File: src/rtl/core/igfr_pkg.sv
// igfr_pkg: shared types and constants for the idle gap frame receiver.
// Used by igfr_cfg and idle_gap_frame_receiver; depends on nothing.
`timescale 1ns / 1ps
`default_nettype none

package igfr_pkg;

	// frame store depth default
	localparam int BUFFER_DEPTH_DEF = 16;

	// idle count saturates here
	localparam int IDLE_W = 8;
	localparam logic [IDLE_W-1:0] IDLE_MAX = '1;
	localparam logic [IDLE_W-1:0] IDLE_LIMIT_RST = IDLE_W'(10);

	// APB register map
	localparam int APB_DATA_W = 32;
	localparam int CFG_ADDR_W = 3;
	localparam logic [CFG_ADDR_W-3:0] REG_IDLE_LIMIT = '0;

	typedef enum logic [1:0] {
		REQ_BYTE = 2'd0,
		REQ_TICK = 2'd1,
		REQ_READ = 2'd2,
		REQ_NONE = 2'd3
	} req_t;

	typedef enum logic [1:0] {
		ST_IDLE   = 2'b01,
		ST_STREAM = 2'b10
	} state_t;

endpackage : igfr_pkg

`default_nettype wire

File: src/rtl/core/idle_gap_frame_receiver.sv
// Idle gap frame receiver: collects bytes into a frame store, closes the frame after
// idle_limit ticks with no byte, and streams the frame out on a read request.
// Byte and tick transactions never raise busy. A read of a complete frame of N bytes holds
// busy while the frame streams out (one store read port, one byte a cycle); each result is
// registered behind its store read (rdata_s1, res_vld_s1). A read with no frame
// gives one not-ready result the cycle after accept. Reset clears all control; store is not reset.
`timescale 1ns / 1ps
`default_nettype none

module idle_gap_frame_receiver #(
	parameter int BUFFER_DEPTH = igfr_pkg::BUFFER_DEPTH_DEF
) (
	input  wire logic                             clk,
	input  wire logic                             arst_n,
	// command channel
	input  wire logic                             start,
	output logic                                  busy,
	input  wire logic [1:0]                       req_type,
	input  wire logic [7:0]                       rx_byte,
	// result channel, one result per strobe cycle, no backpressure
	output logic                                  strobe,
	output logic                                  frame_ready,
	output logic      [7:0]                       data_byte,
	output logic                                  last_byte,
	// configuration
	input  wire logic                             psel,
	input  wire logic                             penable,
	input  wire logic                             pwrite,
	input  wire logic [igfr_pkg::CFG_ADDR_W-1:0]  paddr,
	input  wire logic [igfr_pkg::APB_DATA_W-1:0]  pwdata,
	output logic      [igfr_pkg::APB_DATA_W-1:0]  prdata,
	output logic                                  pready
);
	import igfr_pkg::*;

	localparam int IDX_W = $clog2(BUFFER_DEPTH);
	localparam int CNT_W = $clog2(BUFFER_DEPTH + 1);
	localparam logic [CNT_W-1:0] DEPTH_CNT = CNT_W'(BUFFER_DEPTH);

	// configuration register
	logic [IDLE_W-1:0] idle_limit;

	igfr_cfg u_cfg (
		.clk        (clk),
		.arst_n     (arst_n),
		.psel       (psel),
		.penable    (penable),
		.pwrite     (pwrite),
		.paddr      (paddr),
		.pwdata     (pwdata),
		.prdata     (prdata),
		.pready     (pready),
		.idle_limit (idle_limit)
	);

	// control state
	state_t            state_q;
	logic [CNT_W-1:0]  fill_q;
	logic [IDLE_W-1:0] idle_q;
	logic              done_q;
	logic [IDX_W-1:0]  rd_ptr_q;

	// result stage, aligned with the store read data
	logic              res_vld_s1;
	logic              res_rdy_s1;
	logic              res_last_s1;
	logic [7:0]        rdata_s1;

	// frame store: one write port (byte append), one read port (streaming)
	logic [7:0]        frame_store [BUFFER_DEPTH];

	req_t              req;
	logic              accept;
	logic              have_frame;
	logic              mem_we;
	logic              mem_re;
	logic              rd_last;
	logic [IDLE_W-1:0] idle_inc;

	assign req        = req_t'(req_type);
	assign busy       = (state_q == ST_STREAM);
	assign accept     = start && !busy;
	assign have_frame = done_q && (fill_q != '0);

	// appends happen only while idle and reads only while streaming,
	// so busy keeps the two ports off the same entry
	assign mem_we  = accept && (req == REQ_BYTE) && (fill_q < DEPTH_CNT);
	assign mem_re  = (state_q == ST_STREAM);
	assign rd_last = (CNT_W'(rd_ptr_q) + CNT_W'(1)) == fill_q;

	assign idle_inc = (idle_q == IDLE_MAX) ? IDLE_MAX : idle_q + IDLE_W'(1);

	always_ff @(posedge clk) begin
		if (mem_we) begin
			frame_store[fill_q[IDX_W-1:0]] <= rx_byte;
		end
		if (mem_re) begin
			rdata_s1 <= frame_store[rd_ptr_q];
		end
	end

	always_ff @(posedge clk or negedge arst_n) begin
		if (!arst_n) begin
			state_q     <= ST_IDLE;
			fill_q      <= '0;
			idle_q      <= '0;
			done_q      <= 1'b0;
			rd_ptr_q    <= '0;
			res_vld_s1  <= 1'b0;
			res_rdy_s1  <= 1'b0;
			res_last_s1 <= 1'b0;
		end else begin
			res_vld_s1 <= 1'b0;
			case (state_q)
				ST_IDLE: begin
					if (accept) begin
						case (req)
							REQ_BYTE: begin
								if (mem_we) begin
									fill_q <= fill_q + CNT_W'(1);
								end
								idle_q <= '0;
							end
							REQ_TICK: begin
								idle_q <= idle_inc;
								if (fill_q != '0 && idle_inc >= idle_limit) begin
									done_q <= 1'b1;
								end
							end
							REQ_READ: begin
								if (have_frame) begin
									state_q  <= ST_STREAM;
									rd_ptr_q <= '0;
								end else begin
									// not-ready response: single result
									res_vld_s1  <= 1'b1;
									res_rdy_s1  <= 1'b0;
									res_last_s1 <= 1'b1;
								end
							end
							default: begin
							end
						endcase
					end
				end
				ST_STREAM: begin
					res_vld_s1  <= 1'b1;
					res_rdy_s1  <= 1'b1;
					res_last_s1 <= rd_last;
					rd_ptr_q    <= rd_ptr_q + IDX_W'(1);
					if (rd_last) begin
						// store empties as the final read issues
						state_q <= ST_IDLE;
						fill_q  <= '0;
						done_q  <= 1'b0;
					end
				end
				default: begin
					state_q <= ST_IDLE;
				end
			endcase
		end
	end

	assign strobe      = res_vld_s1;
	assign frame_ready = res_rdy_s1;
	assign last_byte   = res_last_s1;
	assign data_byte   = res_rdy_s1 ? rdata_s1 : 8'd0;

	// never more bytes held than the store has entries
	a_fill_bound: assert property (@(posedge clk) disable iff (!arst_n)
		fill_q <= DEPTH_CNT)
		else $error("fill count beyond store depth");

	// streaming only ever runs over a non-empty frame
	a_stream_nonempty: assert property (@(posedge clk) disable iff (!arst_n)
		state_q == ST_STREAM |-> fill_q != '0)
		else $error("streaming an empty store");

	// a read with no complete frame answers with one not-ready result
	a_not_ready: assert property (@(posedge clk) disable iff (!arst_n)
		accept && req == REQ_READ && !have_frame |=> strobe && !frame_ready && last_byte)
		else $error("missing not-ready result");

	// first frame byte follows in the cycle after streaming starts
	a_first_byte: assert property (@(posedge clk) disable iff (!arst_n)
		$rose(busy) |=> strobe && frame_ready)
		else $error("frame byte did not follow stream start");

	// the final frame byte leaves an emptied store behind
	a_last_clears: assert property (@(posedge clk) disable iff (!arst_n)
		strobe && frame_ready && last_byte |-> fill_q == '0 && !done_q && !busy)
		else $error("store not emptied after last byte");

endmodule : idle_gap_frame_receiver

`default_nettype wire

File: src/rtl/core/igfr_cfg.sv
// igfr_cfg: APB register slice holding the idle limit.
// Depends on igfr_pkg.
`timescale 1ns / 1ps
`default_nettype none

module igfr_cfg (
	input  wire logic                             clk,
	input  wire logic                             arst_n,
	input  wire logic                             psel,
	input  wire logic                             penable,
	input  wire logic                             pwrite,
	input  wire logic [igfr_pkg::CFG_ADDR_W-1:0]  paddr,
	input  wire logic [igfr_pkg::APB_DATA_W-1:0]  pwdata,
	output logic      [igfr_pkg::APB_DATA_W-1:0]  prdata,
	output logic                                  pready,
	output logic      [igfr_pkg::IDLE_W-1:0]      idle_limit
);
	import igfr_pkg::*;

	logic [CFG_ADDR_W-3:0] reg_idx;
	logic                  wr_en;
	logic [IDLE_W-1:0]     idle_limit_q;

	assign pready  = 1'b1;
	assign reg_idx = paddr[CFG_ADDR_W-1:2];
	assign wr_en   = psel && penable && pwrite && pready;

	always_ff @(posedge clk or negedge arst_n) begin
		if (!arst_n) begin
			idle_limit_q <= IDLE_LIMIT_RST;
		end else if (wr_en && reg_idx == REG_IDLE_LIMIT) begin
			idle_limit_q <= pwdata[IDLE_W-1:0];
		end
	end

	always_comb begin
		prdata = '0;
		if (reg_idx == REG_IDLE_LIMIT) begin
			prdata = APB_DATA_W'(idle_limit_q);
		end
	end

	assign idle_limit = idle_limit_q;

endmodule : igfr_cfg

`default_nettype wire

File: config.mk
export PLATFORM = sky130hd
export DESIGN_NAME = idle_gap_frame_receiver
export DESIGN_NICKNAME = d
export VERILOG_FILES = /design/src/rtl/core/igfr_pkg.sv /design/src/rtl/core/idle_gap_frame_receiver.sv /design/src/rtl/core/igfr_cfg.sv
export SDC_FILE = /design/constraint.sdc
export NUM_CORES = 1
export LEC_CHECK = 0
export ABC_AREA = 0
export BUFFER_PORTS_ARGS = -buffer_cell sky130_fd_sc_hd__buf_2
export CAP_MARGIN = 20
export CORE_ASPECT_RATIO = 0.6
export CORE_MARGIN = 2
export CORE_UTILIZATION = 35
export CTS_CLUSTER_DIAMETER = 40
export CTS_CLUSTER_SIZE = 8
export DETAILED_ROUTE_END_ITERATION = 8
export GPL_ROUTABILITY_DRIVEN = 0
export GPL_TIMING_DRIVEN = 0
export PLACE_DENSITY = 0.57
export SETUP_SLACK_MARGIN = 0.02
export SLEW_MARGIN = 20
export SYNTH_ARGS = -nofsm -noshare
export SYNTH_HDL_FRONTEND = slang
export SYNTH_HIERARCHICAL = 1
export SYNTH_SLANG_ARGS = --single-unit
File: constraint.sdc
create_clock -name clk -period 7 [get_ports clk]
set_input_delay 1.4 -clock clk [delete_from_list [all_inputs] [get_ports clk]]
set_output_delay 1.4 -clock clk [all_outputs]
set_load 0.05 [all_outputs]
# After elaboration in Yosys (flattened, before gate mapping)
# Memory sizes are Yosys's and may differ from the RTL's. A register that Yosys moved wholly into a read port is not among the register bits.
# Index checks and enable logic that the tools add are counted.
dict set report word_totals {
  inputBits 51
  wordCells 88
  memories 1
  ram_bits 128
  output_inout_bits 45
  regBits 31
}
dict set report op_classes {
  n_bitwise 1
  n_eq_ne 15
  n_lt_le_gt_ge 2
  add_sub_neg 4
  reduce_logical 19
  mux 37
}
# name depth word_bits read_ports rd_clocked_by_memory_dff wr line_no
set memory_table {}
lappend memory_table {frame_store 16 8 1 1 1 idle_gap_frame_receiver.sv:70} ;# logic [7:0] frame_store [BUFFER_DEPTH];
# op count
set op_table {}
lappend op_table {{two-way mux 8 bit} 3}
lappend op_table {{two-way mux 5 bit} 4}
lappend op_table {{case mux 8 bit (2 select lines)} 1}
lappend op_table {{two-way mux 1 bit} 15}
lappend op_table {{two-way mux 4 bit} 3}
lappend op_table {{inequality test 2 bit (second input constant)} 6}
lappend op_table {{AND reduction 4 bit} 3}
lappend op_table {{case mux 5 bit (2 select lines)} 1}
lappend op_table {{AND reduction 5 bit} 2}
lappend op_table {{adder 8 x 1 -> 8 bit (second input constant)} 1}
lappend op_table {{== test 8 bit (second input constant)} 1}
lappend op_table {{>= comparator 8 bit} 1}
lappend op_table {{logical AND 1 bit} 8}
lappend op_table {{two-way mux 2 bit} 4}
lappend op_table {{case mux 1 bit (2 select lines)} 4}
lappend op_table {{case mux 4 bit (2 select lines)} 1}
lappend op_table {{inequality test 2 x 1 -> 1 bit (second input constant)} 3}
lappend op_table {{adder 4 x 1 -> 5 bit (second input constant)} 1}
lappend op_table {{adder 5 x 1 -> 5 bit (second input constant)} 1}
lappend op_table {{== test 5 bit} 1}
lappend op_table {{< comparator 5 bit (second input constant)} 1}
lappend op_table {{nonzero test 5 bit} 1}
lappend op_table {{adder 4 x 1 -> 4 bit (second input constant)} 1}
lappend op_table {{== test 2 x 1 -> 1 bit (second input constant)} 2}
lappend op_table {{other kinds (7)} 9}

# Logic depth before layout (Yosys ltp)
# Gate-level depths: netlist (run 1).
dict set report depth {
  ltp_word 9
  depth_mapped 11
  ltp_nobuf 10
}

# Cells and area by module
# The synthesis (run 1) kept the hierarchy.
# module seq_area_each_um2 cells_per_inst instances area_per_inst_um2
set modules_own_cells {}
lappend modules_own_cells {idle_gap_frame_receiver 4660.7 478 1 7083.0}
lappend modules_own_cells {igfr_cfg 202.7 52 1 581.8}

# Worst setup path before layout (run 1)
# OpenSTA, ideal clock, no wires.
dict set report synth_timing {
  path_type {in2reg}
  startpoint {in req_type[0]}
  endpoint {mem frame_store[3][0], enable pin}
  required_ps 6617
  stages 4
  arrival_ps 2829
  path_slack_ps 3788
  cell_sequence {clkbuf_1 nor4_1 nand2_1 nor3_1}
}
dict set report synth_between {
  elab_chain_cells 5
}
# item line_no
set synth_lines {}
lappend synth_lines {{from (decl)} idle_gap_frame_receiver.sv:18} ;# input wire logic [1:0] req_type,
lappend synth_lines {{zero test 2 bit} idle_gap_frame_receiver.sv:87} ;# assign mem_we = accept && (req == REQ_BYTE) && (fill_q < DEPTH_CNT);
lappend synth_lines {{logical AND 1 bit (2 in a row)} idle_gap_frame_receiver.sv:87}
lappend synth_lines {{two-way mux 1 bit} idle_gap_frame_receiver.sv:94} ;# if (mem_we) begin
lappend synth_lines {{two-way mux 1 bit (not written as such)} idle_gap_frame_receiver.sv:95} ;# frame_store[fill_q[IDX_W-1:0]] <= rx_byte;
lappend synth_lines {{to (decl)} idle_gap_frame_receiver.sv:70}
# No other way between the ends.

# Worst setup path in the final report (run 1)
dict set report layout_timing {
  startpoint {in paddr[2] (netlist bit)}
  endpoint {out prdata[4] (netlist bit)}
}
dict set report layout_between {
  elab_chain_cells 1
}
# item line_no
set layout_lines {}
lappend layout_lines {{from (decl)} idle_gap_frame_receiver.sv:29} ;# input wire logic [igfr_pkg::CFG_ADDR_W-1:0] paddr,
lappend layout_lines {{two-way mux 8 bit} igfr_cfg.sv:38} ;# if (reg_idx == REG_IDLE_LIMIT) begin
lappend layout_lines {{to (decl)} idle_gap_frame_receiver.sv:31} ;# output logic [igfr_pkg::APB_DATA_W-1:0] prdata,
# No other way between the ends.

==> results.toml, run 1 <==
[run_status]
status = "finished, final reports clean"

[grt]
use_met3_pct = 5.59
grt-ovfl-total = 0
grt.busiest_layer = "met1"
use_met2_pct = 21.1
grtUsageMet1_pct = 25.8
grt_usage_pct = 16.5
grt_pass1_wl_mm = 27.7
grt_max_degree = 32
grt_pass1_vias = 4499
antenna_found_initial = 0

[synthesis]
synth_edf_count = 136
synth-main-ff-cell = "edfxtp_1"
synth.distinct_cells = 62
synth_cells = 530
synth_area_leaders = "edfxtp_1, dfrtp_1, mux4_2"
seq_area_frac_synth_pct = 63.5
yosysTopAreaCellShare_pct = 53.3
synth_area_leader_cell = "edfxtp_1"
synth_seq_cells = 167
async_flop_share_pct = 18.6
syn_area_mm2 = 0.00766
avgSynthCellArea_um2 = 14.5
yosysWarnings = 6

[worst_setup_path]
crit_fanout = 9
cpPeakStageDelay_ns = 0.25
path_depth = 3
r2r-start = "state_q[0]"
reg2reg_slack_ns = 3.87
critPathTopFamily = "buffers and inverters"
startpoint_type = "input pin"
reg2reg_to = "frame_store[5][6]"
end_kind = "output pin"
crit_buf_inv = 2
r2r_cells = 6
startpoint = "paddr[2]"
worstPathArrival_ns = 2.00
critical_path_class = "input pin to output pin"
crit_slowest_cell = "buf_2"
required_ns = 5.60
crit_path_frequent_cell = "buf_2"
crit_path_cell_trace = "buf_2 > and2b_2 > buf_2"
critical_path.endpoint = "prdata[4]"

[cells_and_area]
fill_cells = 1947
seq_area_mm2 = 0.00486
final_area_mm2 = 0.00892
diodes = 0
final_net_count = 683
final_common_cell = "edfxtp_1"
syn2layout_area_growth_pct = 16.4
drive_above_1_share_pct = 28.2
multi_input_area_mm2 = 0.00254
most-common-layout-cells = "edfxtp_1, buf_2, buf_4, nand2_1"

[sta]
hold_viol_final = 0
finClkSkew_ns = 0.00582
setup_ws_ns = 3.60
tightest_slew_ns = 0.895
max_freq_ghz = 0.294
setup_viol_count_final = 0
finalCritPeriodShare_pct = 48.6
rsz0062_at_grt = "no"
drv_slew = 0
period_minus_slack_ns = 3.40
finalSetupTns_ns = 0
max_slew_margin_pct = 40.1

[floorplanning]
die_h_um = 119
fp.dieW_um = 195
start_util_pct = 36.1
rows = 41
core_area_mm2 = 0.0212
dieArea_mm2 = 0.0231
ios = 96

[power]
peakVddDrop_mv = 0.187
p_per_area_mw_per_mm2 = 328
power_leakage_nw = 3.29

[detailed_routing]
viasPerCell = 5.08
wl_per_cell_um = 19.8
vias = 4604
drc_errors = 0
drtIter0Drc = 449
drtPass1Iterations = 5
totalWireLength_mm = 18.0
antenna_left = 0

[clocking]
h-tree-depth = 4
cts_made_buffers = 17
clk_path_buf_depth = 2
hold_buffers = 0
clk_latency_ns = 0.43
cts_sinks = 167
post_cts.repair.setup_buffers = 0
clkSlewWorstSetupHoldPaths_ns = 0.06
cts_tree = "built"
root_buffer = "clkbuf_16"
ctsResizeCount = 0

[placement]
dp_hpwl_mm = 12.8
place_ws_ns = 3.16
io_buffers = 44
placed_area_mm2 = 0.00834

[min_path]
hold_path_class = "flop to flop"
hold_depth = 2

[run]
max_cap_viol_count = 0
stage by stage:
step / hold WS [ns] / util (%) / cells / total power, mW
floorplan: 0.469 / - / 553 / 1.79
global placement: 0.478 / 39.2 / 876 / 1.99
detailed placement: 0.492 / 39.3 / 876 / 2.01
CTS: 0.514 / 42.0 / 907 / 2.94
global route: 0.532 / 42.0 / 907 / 3.07
finish: 0.507 / 42.0 / 907 / 2.92
where the power goes:
group | switching, mW | internal, mW
logic | 0.501 | 0.310
registers | 0.0502 | 1.14
clock network | 0.396 | 0.527
routing by layer:
layer	routed length (µm)	share of wire, %
met1	9090	51
met2	7200	40
met5	0	0
met3	1530	8.5
met4	165	0.92
worst register-to-register path: cells and delay by family (launching register included):
kind | cells | cell delay, ns
flip-flops | 1 | 0.54
AND/OR/NAND/NOR | 4 | 1.79
buffers and inverters | 1 | 0.04
adder cells (fa/ha/maj) | 1 | 0.36
kinds of logic after synthesis:
group                      after synthesis  share of synthesized area (%)
DFF                                    167                           63.5
and+or+nand+nor                        123                           9.16
AOI/OAI and AO/OA                       87                           7.87
buffers and inverters                   64                           4.82
muxes                                   61                           10.9
adders and majority gates               16                           2.61
xor gates and xnor gates                10                           1.14
other                                    2                         0.0980
how the worst min path moves through the flow:
stage / slack [ns] / startpoint / end
after floorplan: 0.47 / state_q[0] / state_q[0]
after global placement: 0.48 / state_q[0] / state_q[0]
after detailed placement: 0.49 / state_q[0] / state_q[0]
after CTS: 0.51 / state_q[0] / state_q[0]
after global routing: 0.53 / state_q[0] / state_q[0]
final: 0.51 / state_q[0] / state_q[0]
Yosys cell counts, types with 2 or more instances:
| cell type | number |
|---|---|
| a211oi_1 | 3 |
| a21oi_1 | 20 |
| a21oi_4 | 2 |
| a221oi_1 | 7 |
| a22o_1 | 4 |
| a22oi_1 | 8 |
| and2_1 | 11 |
| and2b_2 | 8 |
| and3_1 | 4 |
| buf_1 | 2 |
| buf_2 | 7 |
| buf_4 | 30 |
| clkbuf_1 | 8 |
| conb_1 | 2 |
| dfrtp_1 | 28 |
| dfstp_2 | 3 |
| edfxtp_1 | 136 |
| ha_1 | 16 |
| inv_1 | 16 |
| mux2_2 | 17 |
| mux2i_1 | 28 |
| mux4_2 | 16 |
| nand2_1 | 29 |
| nand2b_1 | 3 |
| nand3_1 | 16 |
| nand3b_1 | 3 |
| nand4b_1 | 2 |
| nor2_1 | 20 |
| nor2_2 | 2 |
| nor2b_1 | 4 |
| nor3_1 | 9 |
| o21a_1 | 2 |
| o21ai_0 | 27 |
| xnor2_1 | 8 |
| xor2_1 | 2 |
sequential cells by signal (all words and copies together), names as in the netlist:
| name | flops |
|---|---|
| fill_q | 5 |
| idle_q | 8 |
| rdata_s1 | 8 |
| done_q | 1 |
| rd_ptr_q | 4 |
| last_byte | 1 |
| frame_store | 128 |
| frame_ready | 1 |
| state_q | 2 |
| strobe | 1 |
| u_cfg/idle_limit | 8 |
final cells by class:
cell class / instances / area share, %
multi-input cells: 322 / 28.5
well taps: 279 / 3.91
plain buffers: 48 / 3.47
repair buffers: 44 / 2.47
inverters: 16 / 0.673
clock buffers: 18 / 4.81
flip-flops and latches: 167 / 54.5
clock inverters: 13 / 1.67
No activity file was read; power rests on OpenSTA's default activity.
==> run 2, diff against run 1 <==
==> constraint.sdc (replaced) <==
create_clock -name clk -period 3.26 [get_ports clk]
set_input_delay 0.652 -clock clk [delete_from_list [all_inputs] [get_ports clk]]
set_output_delay 0.652 -clock clk [all_outputs]
set_load 0.05 [all_outputs]
==> results.toml, run 2 (synthesis results as in run 1) <==
[sta]
tightest_slew_ns = 0.851
finalCritPeriodShare_pct = 95.5
max_freq_ghz = 0.321
max_slew_margin_pct = 42.9
rsz0062_at_grt = "yes"
period_minus_slack_ns = 3.11
drv_slew = 0
hold_viol_final = 0
finClkSkew_ns = 0.00562
whs_ns = 0.290
setup_viol_count_final = 0
setup_ws_ns = 0.146

[placement]
placedCellCount = 876
placed_area_mm2 = 0.00834
place_ws_ns = 0.0948
io_buffers = 44
dp_hpwl_mm = 12.8

[floorplanning]
ios = 96
start_util_pct = 36.1
core_area_mm2 = 0.0212
fp.dieW_um = 195
dieArea_mm2 = 0.0231
rows = 41
die_h_um = 119

[clocking]
clkSlewWorstSetupHoldPaths_ns = 0.06
cts_sinks = 167
h-tree-depth = 4
root_buffer = "clkbuf_16"
clk_path_buf_depth = 2
cts_tree = "built"
clk_latency_ns = 0.43
cts_made_buffers = 17

[grt]
grt.busiest_layer = "met1"
grt_usage_pct = 16.5
grt-ovfl-total = 0
grt_pass1_wl_mm = 27.7
grt_pass1_vias = 4499
use_met3_pct = 5.59
use_met2_pct = 21.1
antenna_found_initial = 0
grtUsageMet1_pct = 25.8
grt_max_degree = 32

[detailed_routing]
totalWireLength_mm = 18.0
drtPass1Iterations = 5
drtIter0Drc = 425
drc_errors = 0
vias = 4577
viasPerCell = 5.05
antenna_left = 0
wl_per_cell_um = 19.8

[run]
max_cap_viol_count = 0

[cells_and_area]
fill_cells = 1943
largest_reg_flops = 128
final_common_cell = "edfxtp_1"
final_net_count = 683
drive_above_1_share_pct = 28.8
most-common-layout-cells = "edfxtp_1, buf_2, buf_4, nand2_1"
multi_input_area_mm2 = 0.00255
syn2layout_area_growth_pct = 16.6
seq_area_mm2 = 0.00486
fin_cells = 907
final_area_mm2 = 0.00893
diodes = 0

[worst_setup_path]
r2r-start = "state_q[0]"
end_kind = "flop"
crit_slowest_cell = "nor3_2"
crit_path_cell_trace = "inv_1 > ha_1 > nand2b_4 > nor4_1 > nand2_1 > nor3_2"
cpPeakStageDelay_ns = 0.71
crit_buf_inv = 1
crit_fanout = 11
startpoint = "state_q[0]"
startpoint_type = "flop"
critPathTopFamily = "simple AND/OR/NAND/NOR gates"
required_ns = 3.32
worstPathArrival_ns = 3.17
critical_path_class = "flop to flop"

[min_path]
hold_path_class = "input pin to asynchronous set/reset pin"

[run_status]
status = "finished, final reports clean"

[power]
peakVddDrop_mv = 0.400
power_mw = 6.28
power_leakage_nw = 3.30
p_per_area_mw_per_mm2 = 703
run 2: repair_timing:
action | 4_1_cts | 5_1_grt
hold buffers | 0 | 0
gates resized for setup | 0 | 5
endpoints found under the setup margin | 0 | 110
endpoints found under the hold margin | 0 | 0
buffers inserted | 0 | 0
run 2: metrics by stage:
stage          utilization (%)  TNS (ns)
2_1_floorplan                -         0
3_3_place_gp              39.2     -8.89
3_5_place_dp              39.3         0
4_1_cts                   42.0         0
5_1_grt                   42.1     -3.12
6_report                  42.1         0
run 2: cell type report:
class / count / area share (%)
clock buffers: 18 / 4.80
clock inverters: 13 / 1.67
repair buffers: 44 / 2.46
plain buffers: 48 / 3.46
well taps: 279 / 3.91
multi-input cells: 322 / 28.6
flip-flops and latches: 167 / 54.4
inverters: 16 / 0.672
run 2: metal layers:
metal | up-vias | share of wire [%] | wire [µm]
met2 | 142 | 40 | 7180
met5 | - | 0 | 0
met1 | 2302 | 52 | 9350
met4 | 0 | 0.87 | 157
met3 | 12 | 7.2 | 1300
li1 | 2121 | - | -
run 2: power breakdown:
part / total [mW] / internal [mW] / switching [mW]
clock network: 1.98 / 1.13 / 0.847
registers: 2.55 / 2.44 / 0.109
logic: 1.75 / 0.667 / 1.09
total: 6.28 / 4.24 / 2.04
run 2: worst paths after layout:
path / to / slack, ns / cells past startpoint
min in group clk: u_cfg/idle_limit[5] / 0.45 / 2
setup / recovery: frame_store[0][0] / 0.15 / 6
max in group asynchronous: frame_ready / 2.48 / 1
setup reg to reg: frame_store[0][0] / 0.15 / 6
hold / removal: u_cfg/idle_limit[4] / 0.29 / 1
hold reg to reg: state_q[0] / 0.51 / 2
==> run 3, diff against run 2 <==
--- a/config.mk
+++ b/config.mk
@@ -8,7 +8,7 @@
 export ABC_AREA = 0
 export BUFFER_PORTS_ARGS = -buffer_cell sky130_fd_sc_hd__buf_2
 export CAP_MARGIN = 20
-export CORE_ASPECT_RATIO = 0.6
+export CORE_ASPECT_RATIO = 1.75
 export CORE_MARGIN = 2
 export CORE_UTILIZATION = 35
 export CTS_CLUSTER_DIAMETER = 40
==> constraint.sdc (replaced) <==
create_clock -name clk -period 3.26 [get_ports clk]
set_input_delay 0.652 -clock clk [delete_from_list [all_inputs] [get_ports clk]]
set_output_delay 0.652 -clock clk [all_outputs]
set_load 0.005 [all_outputs]
==> results.toml, run 3 (synthesis results as in run 1) <==
[run_status]
status = "finished, final reports clean"

[floorplanning]
dieArea_mm2 = 0.0231
ios = 96
rows = 71
core_area_mm2 = 0.0215
start_util_pct = 35.7
die_h_um = 200
fp.dieW_um = 116

[power]
p_per_area_mw_per_mm2 = 667
power_mw = 5.98
peakVddDrop_mv = 0.393
power_leakage_nw = 3.32

[cells_and_area]
drive_above_1_share_pct = 29.9
final_common_cell = "edfxtp_1"
syn2layout_area_growth_pct = 16.9
diodes = 0
fin_cells = 921
final_net_count = 683
most-common-layout-cells = "edfxtp_1, buf_2, buf_4, nand2_1"
largest_reg_flops = 128

[worst_setup_path]
crit_path_cell_trace = "inv_1 > ha_1 > nand2b_4 > nor4_2 > nand2_1 > nor2_1"
crit_fanout = 11
r2r_cells = 6
reg2reg_slack_ns = 0.35
reg2reg_to = "frame_store[5][3]"
critical_path.endpoint = "frame_store[5][3]"
end_kind = "flop"
crit_slowest_cell = "nor2_1"
r2r-start = "state_q[0]"
cpPeakStageDelay_ns = 0.67
crit_buf_inv = 1
path_depth = 6
startpoint_type = "flop"
worstPathArrival_ns = 2.96
startpoint = "state_q[0]"
critPathTopFamily = "simple AND/OR/NAND/NOR gates"
required_ns = 3.31
critical_path_class = "flop to flop"

[sta]
period_minus_slack_ns = 2.91
finalCritPeriodShare_pct = 89.4
finClkSkew_ns = 0.00880
tightest_slew_ns = 0.798
rsz0062_at_grt = "no"
setup_ws_ns = 0.345
drv_slew = 0
max_slew_margin_pct = 46.6
hold_viol_final = 0
max_freq_ghz = 0.343
setup_viol_count_final = 0

[run]
max_cap_viol_count = 0

[grt]
antenna_found_initial = 0
grt-ovfl-total = 0
grt_pass1_wl_mm = 26.5
grt_usage_pct = 15.7
grt_pass1_vias = 4624
grt_max_degree = 32

[min_path]
hold_path_class = "input pin to asynchronous set/reset pin"

[clocking]
root_buffer = "clkbuf_16"
clk_path_buf_depth = 2
cts_tree = "built"
cts_sinks = 167
post_cts.repair.setup_buffers = 0
hold_buffers = 0
ctsResizeCount = 0
clkSlewWorstSetupHoldPaths_ns = 0.07
h-tree-depth = 4
clk_latency_ns = 0.42
cts_made_buffers = 17

[placement]
place_ws_ns = 0.0239
io_buffers = 44
placedCellCount = 889
dp_hpwl_mm = 12.7

[detailed_routing]
vias = 4502
totalWireLength_mm = 17.3
viasPerCell = 4.89
antenna_left = 0
drtPass1Iterations = 4
wl_per_cell_um = 18.8
drtIter0Drc = 283
drc_errors = 0
run 3: cell count changes in the layout (fill, tap and decap cells not counted):
cell	change
nor2_1	-5
nor2_2	+5
clkinv_2	+2
nor3_2	-2
nor3_4	+2
bufinv_16	-1
clkinvlp_4	+1
inv_6	-1
nor4_1	-1
nor4_2	+1
run 3: how the worst min path moves through the flow:
stage	endpoint	slack (ns)	depth (start not counted)
4_1_cts	frame_ready	0.31	1
2_1_floorplan	done_q	0.36	0
3_5_place_dp	state_q[0]	0.50	2
3_3_place_gp	state_q[0]	0.48	2
6_report	frame_ready	0.29	1
5_1_grt	frame_ready	0.34	1
run 3: worst register-to-register path: cells and delay by family, from the launching register on:
kind                       cells  cell delay, ns
and+or+nand+nor                4            1.55
DFF                            1            0.55
adders and majority gates      1            0.40
buffers and inverters          1            0.04
run 3: metrics by stage:
stage               hold WS [ns]  util, %  TNS, ns  area (µm²)
floorplan                  0.356        -        0        7750
global placement           0.480     38.8    -5.07        8340
detailed placement         0.500     38.9        0        8360
CTS                        0.307     41.5        0        8910
global route               0.336     41.7        0        8960
finish                     0.294     41.7        0        8960
run 3: per-layer routing:
metal  vias to the layer above  routed length (µm)  track usage [%]
li1                       2119                   -                -
met3                        22                 646             3.44
met2                       137                9950             30.4
met1                      2224                6180             16.0
met4                         0                 561             6.26
met5                         -                   0                0
run 3: report_power, final:
group	total, mW	leakage, nW	switching, mW	internal [mW]
logic	1.55	1.46	0.891	0.659
registers	2.55	1.60	0.103	2.44
clock network	1.88	0.263	0.827	1.05
run 3: layout make-up:
class                   count  area (µm²)
fillers                  2027       12500
flip-flops and latches    167        4860
multi-input cells         322        2590
clock buffers              18         429
well taps                 292         365
plain buffers              48         309
repair buffers             44         220
clock inverters            14         128
inverters                  16        60.1
